## src/hdl/htfd_pkg.sv

```systemverilog
// Shared types, constants and the CRC-8 helper for the humidity/temperature frame decoder.
// No dependencies; imported by the front end, queue, back end and top level.
package htfd_pkg;

    // CRC-8, polynomial x^8+x^5+x^4+1, MSB first, no final XOR
    localparam logic [7:0] CRC_INIT = 8'hFF;
    localparam logic [7:0] CRC_POLY = 8'h31;

    // byte positions inside a frame
    localparam logic [2:0] POS_T_MSB = 3'd0;
    localparam logic [2:0] POS_T_LSB = 3'd1;
    localparam logic [2:0] POS_T_CRC = 3'd2;
    localparam logic [2:0] POS_H_MSB = 3'd3;
    localparam logic [2:0] POS_H_LSB = 3'd4;
    localparam logic [2:0] POS_H_CRC = 3'd5;

    // decoupling queue between byte assembly and conversion
    localparam int QUEUE_DEPTH = 2;
    localparam int QPTR_W      = $clog2(QUEUE_DEPTH);

    // conversion: raw * scale / 65535, raw is 16 bits, scale up to 18 bits
    localparam int         PROD_W      = 34;
    localparam logic [17:0] TEMP_SCALE = 18'd175000;
    localparam logic [17:0] HUM_SCALE  = 18'd100000;
    localparam logic [16:0] DIV_CONST  = 17'd65535;
    localparam logic signed [18:0] TEMP_OFFSET = 19'sd45000;

    localparam logic STATUS_OK  = 1'b0;
    localparam logic STATUS_BAD = 1'b1;

    typedef struct packed {
        logic [15:0] temp_raw;
        logic [15:0] hum_raw;
        logic        crc_ok;
    } frame_t;

    function automatic logic [7:0] crc8_byte(input logic [7:0] crc, input logic [7:0] b);
        logic [7:0] c;
        c = crc ^ b;
        for (int k = 0; k < 8; k++) begin
            c = c[7] ? ((c << 1) ^ CRC_POLY) : (c << 1);
        end
        return c;
    endfunction

endpackage

```

## src/hdl/htfd_front.sv

```systemverilog
// Front end: counts byte positions, assembles the raw words and checks both CRCs.
// Depends on htfd_pkg; pushes one frame_t per completed frame into htfd_queue.
module htfd_front
    import htfd_pkg::*;
(
    input  logic       clk,
    input  logic       rst_n,
    input  logic       accept,
    input  logic [7:0] data_byte,
    input  logic       frame_start,
    output logic       frame_push,
    output frame_t     frame_data
);

    logic [2:0]  pos_reg;
    logic [7:0]  crc_reg;
    logic [15:0] temp_word_reg;
    logic [15:0] hum_word_reg;
    logic        first_good_reg;

    logic [2:0]  pos_eff;
    logic [7:0]  crc_seed;
    logic [7:0]  crc_new;

    // a start flag or a stray position restarts the frame
    assign pos_eff  = (frame_start || pos_reg > POS_H_CRC) ? POS_T_MSB : pos_reg;
    assign crc_seed = (pos_eff == POS_T_MSB || pos_eff == POS_H_MSB) ? CRC_INIT : crc_reg;
    assign crc_new  = crc8_byte(crc_seed, data_byte);

    assign frame_push          = accept && (pos_eff == POS_H_CRC);
    assign frame_data.temp_raw = temp_word_reg;
    assign frame_data.hum_raw  = hum_word_reg;
    assign frame_data.crc_ok   = first_good_reg && (crc_reg == data_byte);

    always_ff @(posedge clk or negedge rst_n)
    begin
        if (!rst_n)
        begin
            pos_reg        <= POS_T_MSB;
            crc_reg        <= CRC_INIT;
            temp_word_reg  <= '0;
            hum_word_reg   <= '0;
            first_good_reg <= 1'b0;
        end
        else if (accept)
        begin
            // last byte of a frame wraps the position back to the start
            pos_reg <= (pos_eff == POS_H_CRC) ? POS_T_MSB : pos_eff + 3'd1;
            case (pos_eff)
                POS_T_MSB:
                begin
                    temp_word_reg <= {data_byte, 8'h00};
                    crc_reg       <= crc_new;
                end
                POS_T_LSB:
                begin
                    temp_word_reg <= {temp_word_reg[15:8], data_byte};
                    crc_reg       <= crc_new;
                end
                POS_T_CRC:
                begin
                    first_good_reg <= (crc_reg == data_byte);
                    crc_reg        <= CRC_INIT;
                end
                POS_H_MSB:
                begin
                    hum_word_reg <= {data_byte, 8'h00};
                    crc_reg      <= crc_new;
                end
                POS_H_LSB:
                begin
                    hum_word_reg <= {hum_word_reg[15:8], data_byte};
                    crc_reg      <= crc_new;
                end
                default:
                begin
                    crc_reg <= CRC_INIT;
                end
            endcase
        end
    end

endmodule

```

## src/hdl/htfd_queue.sv

```systemverilog
// Short flop-based queue of completed frames between front end and converter.
// Depends on htfd_pkg for frame_t and the queue depth.
module htfd_queue
    import htfd_pkg::*;
(
    input  logic   clk,
    input  logic   rst_n,
    input  logic   wr_en,
    input  frame_t wr_data,
    input  logic   rd_en,
    output logic   full,
    output logic   has_data,
    output frame_t rd_data
);

    frame_t            entry_reg [QUEUE_DEPTH];
    logic [QPTR_W-1:0] wr_ptr_reg;
    logic [QPTR_W-1:0] rd_ptr_reg;
    logic [QPTR_W:0]   count_reg;

    logic do_wr;
    logic do_rd;

    assign full     = (count_reg == (QPTR_W + 1)'(QUEUE_DEPTH));
    assign has_data = (count_reg != '0);
    assign rd_data  = entry_reg[rd_ptr_reg];
    assign do_wr    = wr_en && !full;
    assign do_rd    = rd_en && has_data;

    function automatic logic [QPTR_W-1:0] ptr_inc(input logic [QPTR_W-1:0] p);
        return (p == QPTR_W'(QUEUE_DEPTH - 1)) ? '0 : p + 1'b1;
    endfunction

    always_ff @(posedge clk)
    begin
        if (do_wr)
        begin
            entry_reg[wr_ptr_reg] <= wr_data;
        end
    end

    always_ff @(posedge clk or negedge rst_n)
    begin
        if (!rst_n)
        begin
            wr_ptr_reg <= '0;
            rd_ptr_reg <= '0;
            count_reg  <= '0;
        end
        else
        begin
            if (do_wr)
            begin
                wr_ptr_reg <= ptr_inc(wr_ptr_reg);
            end
            if (do_rd)
            begin
                rd_ptr_reg <= ptr_inc(rd_ptr_reg);
            end
            if (do_wr && !do_rd)
            begin
                count_reg <= count_reg + 1'b1;
            end
            else if (!do_wr && do_rd)
            begin
                count_reg <= count_reg - 1'b1;
            end
        end
    end

endmodule

```

## src/hdl/htfd_back.sv

```systemverilog
// Back end: scales the raw words and divides by 65535 in a three-stage pipeline
// ending in the output register. Depends on htfd_pkg; fed from htfd_queue.
module htfd_back
    import htfd_pkg::*;
(
    input  logic               clk,
    input  logic               rst_n,
    input  logic               in_valid,
    input  frame_t             in_data,
    output logic               in_take,
    input  logic               pop,
    output logic               empty,
    output logic signed [17:0] temperature_milli_c,
    output logic [16:0]        humidity_milli_pct,
    output logic               check_status
);

    // stage 1: products
    logic              s1_valid_reg;
    logic [PROD_W-1:0] s1_tprod_reg;
    logic [PROD_W-1:0] s1_hprod_reg;
    logic              s1_ok_reg;
    // stage 2: first fold of p = hi*65535 + (hi + lo)
    logic              s2_valid_reg;
    logic [17:0]       s2_thi_reg;
    logic [17:0]       s2_trem_reg;
    logic [17:0]       s2_hhi_reg;
    logic [17:0]       s2_hrem_reg;
    logic              s2_ok_reg;
    // output register
    logic               out_valid_reg;
    logic signed [17:0] temp_reg;
    logic [16:0]        hum_reg;
    logic               status_reg;

    logic out_free;
    logic s2_go;
    logic s1_go;
    logic [17:0]        t_quot;
    logic [17:0]        h_quot;
    logic signed [18:0] t_signed;

    function automatic logic [17:0] fold_rem(input logic [PROD_W-1:0] p);
        return 18'(p[15:0]) + p[PROD_W-1:16];
    endfunction

    // rem < 4*65536, so a second fold leaves less than 2*65535: one compare finishes
    function automatic logic [17:0] finish_quot(input logic [17:0] hi, input logic [17:0] rem);
        logic [16:0] rem2;
        logic        adj;
        rem2 = 17'(rem[15:0]) + 17'(rem[17:16]);
        adj  = (rem2 >= DIV_CONST);
        return hi + 18'(rem[17:16]) + 18'(adj);
    endfunction

    assign out_free = !out_valid_reg || pop;
    assign s2_go    = !s2_valid_reg || out_free;
    assign s1_go    = !s1_valid_reg || s2_go;
    assign in_take  = in_valid && s1_go;

    assign t_quot   = finish_quot(s2_thi_reg, s2_trem_reg);
    assign h_quot   = finish_quot(s2_hhi_reg, s2_hrem_reg);
    assign t_signed = $signed({1'b0, t_quot}) - TEMP_OFFSET;

    assign empty               = !out_valid_reg;
    assign temperature_milli_c = temp_reg;
    assign humidity_milli_pct  = hum_reg;
    assign check_status        = status_reg;

    always_ff @(posedge clk)
    begin
        if (s1_go && in_valid)
        begin
            s1_tprod_reg <= PROD_W'(in_data.temp_raw) * PROD_W'(TEMP_SCALE);
            s1_hprod_reg <= PROD_W'(in_data.hum_raw) * PROD_W'(HUM_SCALE);
            s1_ok_reg    <= in_data.crc_ok;
        end
        if (s2_go && s1_valid_reg)
        begin
            s2_thi_reg  <= s1_tprod_reg[PROD_W-1:16];
            s2_trem_reg <= fold_rem(s1_tprod_reg);
            s2_hhi_reg  <= s1_hprod_reg[PROD_W-1:16];
            s2_hrem_reg <= fold_rem(s1_hprod_reg);
            s2_ok_reg   <= s1_ok_reg;
        end
        if (out_free && s2_valid_reg)
        begin
            if (s2_ok_reg)
            begin
                temp_reg   <= t_signed[17:0];
                hum_reg    <= h_quot[16:0];
                status_reg <= STATUS_OK;
            end
            else
            begin
                temp_reg   <= '0;
                hum_reg    <= '0;
                status_reg <= STATUS_BAD;
            end
        end
    end

    always_ff @(posedge clk or negedge rst_n)
    begin
        if (!rst_n)
        begin
            s1_valid_reg  <= 1'b0;
            s2_valid_reg  <= 1'b0;
            out_valid_reg <= 1'b0;
        end
        else
        begin
            if (s1_go)
            begin
                s1_valid_reg <= in_valid;
            end
            if (s2_go)
            begin
                s2_valid_reg <= s1_valid_reg;
            end
            if (out_free)
            begin
                out_valid_reg <= s2_valid_reg;
            end
        end
    end

endmodule

```

## src/hdl/humidity_temp_frame_decoder_top.sv

```systemverilog
// Top level of the humidity/temperature frame decoder.
// Depends on htfd_pkg, htfd_front, htfd_queue and htfd_back.

// Takes one sensor byte per item (temperature MSB, LSB, CRC, humidity MSB,
// LSB, CRC) and after the sixth byte of a frame produces one result: the
// temperature in millidegrees C, the relative humidity in milli-percent and a
// status bit that is 1, with both values zero, when either CRC-8 (poly 0x31,
// init 0xFF) fails. frame_start restarts the byte count and drops a partial
// frame. One byte is accepted every clock while full is low; each result
// passes through the frame queue, then the multiply, fold and correct stages
// of the converter. A two-entry frame queue separates byte assembly from
// conversion, so full only rises once two finished frames and the converter
// pipeline all wait behind a stalled result side.
module humidity_temp_frame_decoder_top
    import htfd_pkg::*;
(
    input  logic               clk,
    input  logic               rst_n,
    input  logic               push,
    output logic               full,
    input  logic [7:0]         data_byte,
    input  logic               frame_start,
    output logic               empty,
    input  logic               pop,
    output logic signed [17:0] temperature_milli_c,
    output logic [16:0]        humidity_milli_pct,
    output logic               check_status
);

    logic   accept;
    logic   frame_push;
    frame_t frame_in;
    frame_t frame_out;
    logic   q_has_data;
    logic   q_take;

    assign accept = push && !full;

    htfd_front u_front (
        .clk         (clk),
        .rst_n       (rst_n),
        .accept      (accept),
        .data_byte   (data_byte),
        .frame_start (frame_start),
        .frame_push  (frame_push),
        .frame_data  (frame_in)
    );

    htfd_queue u_queue (
        .clk      (clk),
        .rst_n    (rst_n),
        .wr_en    (frame_push),
        .wr_data  (frame_in),
        .rd_en    (q_take),
        .full     (full),
        .has_data (q_has_data),
        .rd_data  (frame_out)
    );

    htfd_back u_back (
        .clk                 (clk),
        .rst_n               (rst_n),
        .in_valid            (q_has_data),
        .in_data             (frame_out),
        .in_take             (q_take),
        .pop                 (pop),
        .empty               (empty),
        .temperature_milli_c (temperature_milli_c),
        .humidity_milli_pct  (humidity_milli_pct),
        .check_status        (check_status)
    );

endmodule

```

## config.mk

```make
export PLATFORM = sky130hd
export DESIGN_NAME = humidity_temp_frame_decoder_top
export DESIGN_NICKNAME = d
export VERILOG_FILES = /design/src/hdl/htfd_pkg.sv /design/src/hdl/htfd_front.sv /design/src/hdl/htfd_queue.sv /design/src/hdl/htfd_back.sv /design/src/hdl/humidity_temp_frame_decoder_top.sv
export SDC_FILE = /design/constraint.sdc
export NUM_CORES = 1
export LEC_CHECK = 0
export BUFFER_PORTS_ARGS = -buffer_cell sky130_fd_sc_hd__buf_2
export CORE_MARGIN = 2
export CORE_UTILIZATION = 38
export CTS_BUF_LIST = sky130_fd_sc_hd__clkbuf_16
export DETAILED_ROUTE_END_ITERATION = 8
export PLACE_DENSITY = 0.55
export SYNTH_ARGS = -nofsm -noshare
export SYNTH_HDL_FRONTEND = slang
export SYNTH_SLANG_ARGS = --single-unit
```

## constraint.sdc

```tcl
create_clock -name clk -period 12.4 [get_ports clk]
set_input_delay 0.62 -clock clk [delete_from_list [all_inputs] [get_ports clk]]
set_output_delay 0.62 -clock clk [all_outputs]
set_load 0.1 [all_outputs]
```

==> impl_metrics.csv <==
group,metric,value,unit
outcome,outcome,"finished, final reports clean",
route,wl_per_cell,15.3,um
route,drc,0,
sta,fmax,141,MHz
finish,antenna_cells,0,
logic_synthesis,synth_top_area_frac,0.335,
logic_synthesis,ys_seq_elements,277,
logic_synthesis,synth_edf_count,226,
placement,gp_congestion,0.884,
setup_path,r2r-start,"u_queue.rd_ptr_reg",
logic_synthesis,synthesis.nets,2172,
sta,setup_viol,0,
logic_synthesis,ys_types,75,
finish,largest_reg_flops,66,
logic_synthesis,synth_area_leader_cell,"edfxtp_1",
logic_synthesis,post_synth.cell_area_avg,11.5,um2
clock_network,post-cts-setup-buffer-count,0,
setup_path,crit_required,12.71,ns
setup_path,timing.rr.end,"u_back.s1_tprod_reg[33]",
clock_network,cts_inserted_buffers,30,
setup_path,rrSetupSlack,5.31,ns
sta,fin_crit,7.09,ns
run,drv_cap,0,
clock_network,tritoncts,"done",
clock_network,clock-root-buffer,"clkbuf_16",
clock_network,ctsHtreeMaxLevel,1,
sta,slew_viol_final,0,
clock_network,cts_resized,0,
setup_path,crit_chain,"buf_4, mux2i_1, inv_1, ha_1, inv_1, fa_1, fa_1, fa_1, inv_1, fa_1, inv_1, fa_1, inv_1, ha_1, a21oi_2, o21ai_1, or4b_1, a41oi_2, o32ai_2, o21ai_0, o2111ai_2",
grt,grt_max_degree,65,
logic_synthesis,syn-cell-area,20300,um2
sta,rsz0062_at_grt,"false",
grt,gr-usage-all-layers,0.143,
route,vias,12100,
finish,nets,2228,
floorplan,core.rowCount,84,
clock_network,clk_pin_slew,0.06,ns
sta,fin_crit_sh,0.572,
setup_path,worstSetupEndpointType,"flop",
sta,max_slew.worst_pin.slew,0.908,ns
grt,antenna_found_initial,0,
clock_network,ctsHoldBuffers,0,
clock_network,clock_sinks,277,
logic_synthesis,synth.area.top_cells,"edfxtp_1, ha_1, fa_1",
logic_synthesis,yosysMostFrequentCell,"inv_1",
sta,fin_skew,0.0324,ns
setup_path,path_max_fanout,20,
floorplan,fp.coreArea,52700,um2
logic_synthesis,synth_cells,1764,
sta,finalHoldViolCount,0,
sta,relSlewSlack,0.394,
floorplan,die_y,235,um
setup_path,worst-path-buf-inv,6,
route,ant_nets,0,
clock_network,clock_latency,0.58,ns
floorplan,die-area,55200,um2
finish,final_util,0.424,
route,finalWirelength,38800,um
setup_path,rr_worst_depth,21,
floorplan,start_util,0.385,
logic_synthesis,ys.warnings.count,0,
finish,layout-drive-gt1-share,0.0987,
setup_path,critPathMaxStageDelay,0.77,ns
route,drt_pass1_iterations,5,
grt,grt_pass1_vias,12400,
logic_synthesis,seq_area_frac_synth,0.398,
placement,dp_hpwl,31400,um
grt,globalRouteOverflowTotal,0,
logic_synthesis,ys_async_sr_fraction,0.184,
setup_path,slowest_stage,"dfrtp_1",
setup_path,critPathArrivalTime,7.40,ns
route,avgViaCountPerCell,4.77,
logic_synthesis,synth_ff_type,"edfxtp_1",
setup_path,critPathKind,"flop to flop",
finish,fillCellCount,4934,
logic_synthesis,synth_common_cells,"inv_1, ha_1, edfxtp_1",
route,drtIter0Drc,671,
clock_network,clock_path_buffers,3,
setup_path,setup.worst_path.start_class,"flop",
sta,setup_tns,0,ns
placement,io_buffers,50,
floorplan,io_pins,51,
finish,areaGrowthSynthToFinish,10.1,%
floorplan,die_w,235,um
grt,grt_pass1_wl,65000,um
min_path,hold_class,"primary input to async pin",
setup_path,cp_top_family,"adder cells",
## kinds of logic (layout without fill, tap and decap cells)
group | Yosys count | count (layout) | share of synthesized area
buffers and inverters | 343 | 423 | 0.0642
adders and majority gates | 395 | 395 | 0.295
xor gates and xnor gates | 124 | 124 | 0.0539
muxes | 51 | 51 | 0.0279
AOI/OAI and AO/OA | 243 | 243 | 0.0810
DFF | 277 | 277 | 0.398
and+or+nand+nor | 331 | 331 | 0.0803
## layer usage
layer / routed length (um) / track usage
met4: 746 / 0.0297
met2: 17200 / 0.224
met1: 19700 / 0.211
met5: 0 / 0
met3: 1220 / 0.0209
## worst register-to-register path, cell delays in order (launching register included)
cell and delay (ns):
dfrtp_1 0.77, buf_4 0.41, mux2i_1 0.37, inv_1 0.17, ha_1 0.35, inv_1 0.09, fa_1 0.56, fa_1 0.44
fa_1 0.49, inv_1 0.05, fa_1 0.52, inv_1 0.05, fa_1 0.49, inv_1 0.04, ha_1 0.41, a21oi_2 0.21
o21ai_1 0.09, or4b_1 0.49, a41oi_2 0.30, o32ai_2 0.19, o21ai_0 0.23, o2111ai_2 0.13
## layout make-up
| cell class | count | area, um2 | area share |
|---|---|---|---|
| clock buffer | 30 | 751 | 0.0336 |
| multi-input combinational | 1144 | 10900 | 0.489 |
| sequential | 277 | 8070 | 0.362 |
| tap | 688 | 861 | 0.0386 |
| clock inverter | 26 | 254 | 0.0114 |
| inverter | 310 | 1160 | 0.0522 |
| timing repair buffer | 57 | 303 | 0.0136 |
## layout by cell type (no fill, tap or decap), types with 13 or more instances in the layout
cell	synthesis	final
o21ai_0	50	50
nor2_1	89	89
nor2b_1	13	13
buf_2	5	50
inv_1	310	313
and3_1	14	14
a21oi_1	64	64
nor3_1	27	27
nand2_1	76	76
dfrtp_1	43	43
a21o_1	31	31
o21a_1	13	13
xnor2_1	82	82
nand2b_1	15	15
edfxtp_1	226	226
nand3_1	31	31
mux2_2	44	44
xor2_1	41	41
nand4_1	15	15
ha_1	258	258
fa_1	137	137
clkbuf_16	0	30
## stage by stage
step	hold slack [ns]	worst slack (ns)	std cells	cell area, um2
floorplan	0.324	5.90	1764	20300
CTS	0.195	5.28	2532	22300
global placement	0.413	5.41	2476	21300
global route	0.248	4.83	2532	22300
finish	0.202	5.31	2532	22300
detailed placement	0.418	5.30	2476	21300
## worst max path at each step
stage | start | end | slack [ns] | depth (start not counted)
after detailed placement | u_queue.rd_ptr_reg | u_back.s1_tprod_reg[33] | 5.30 | 21
after global placement | u_queue.rd_ptr_reg | u_back.s1_tprod_reg[32] | 5.41 | 20
after global routing | u_queue.rd_ptr_reg | u_back.s1_tprod_reg[32] | 4.83 | 21
final | u_queue.rd_ptr_reg | u_back.s1_tprod_reg[33] | 5.31 | 21
after floorplan | u_queue.rd_ptr_reg | u_back.s1_tprod_reg[32] | 5.90 | 21
after CTS | u_queue.rd_ptr_reg | u_back.s1_tprod_reg[33] | 5.28 | 21
Power is left out: the tool's default activity adds up to more than one toggle a clock period on the data nets, which glitch-free logic cannot reach.
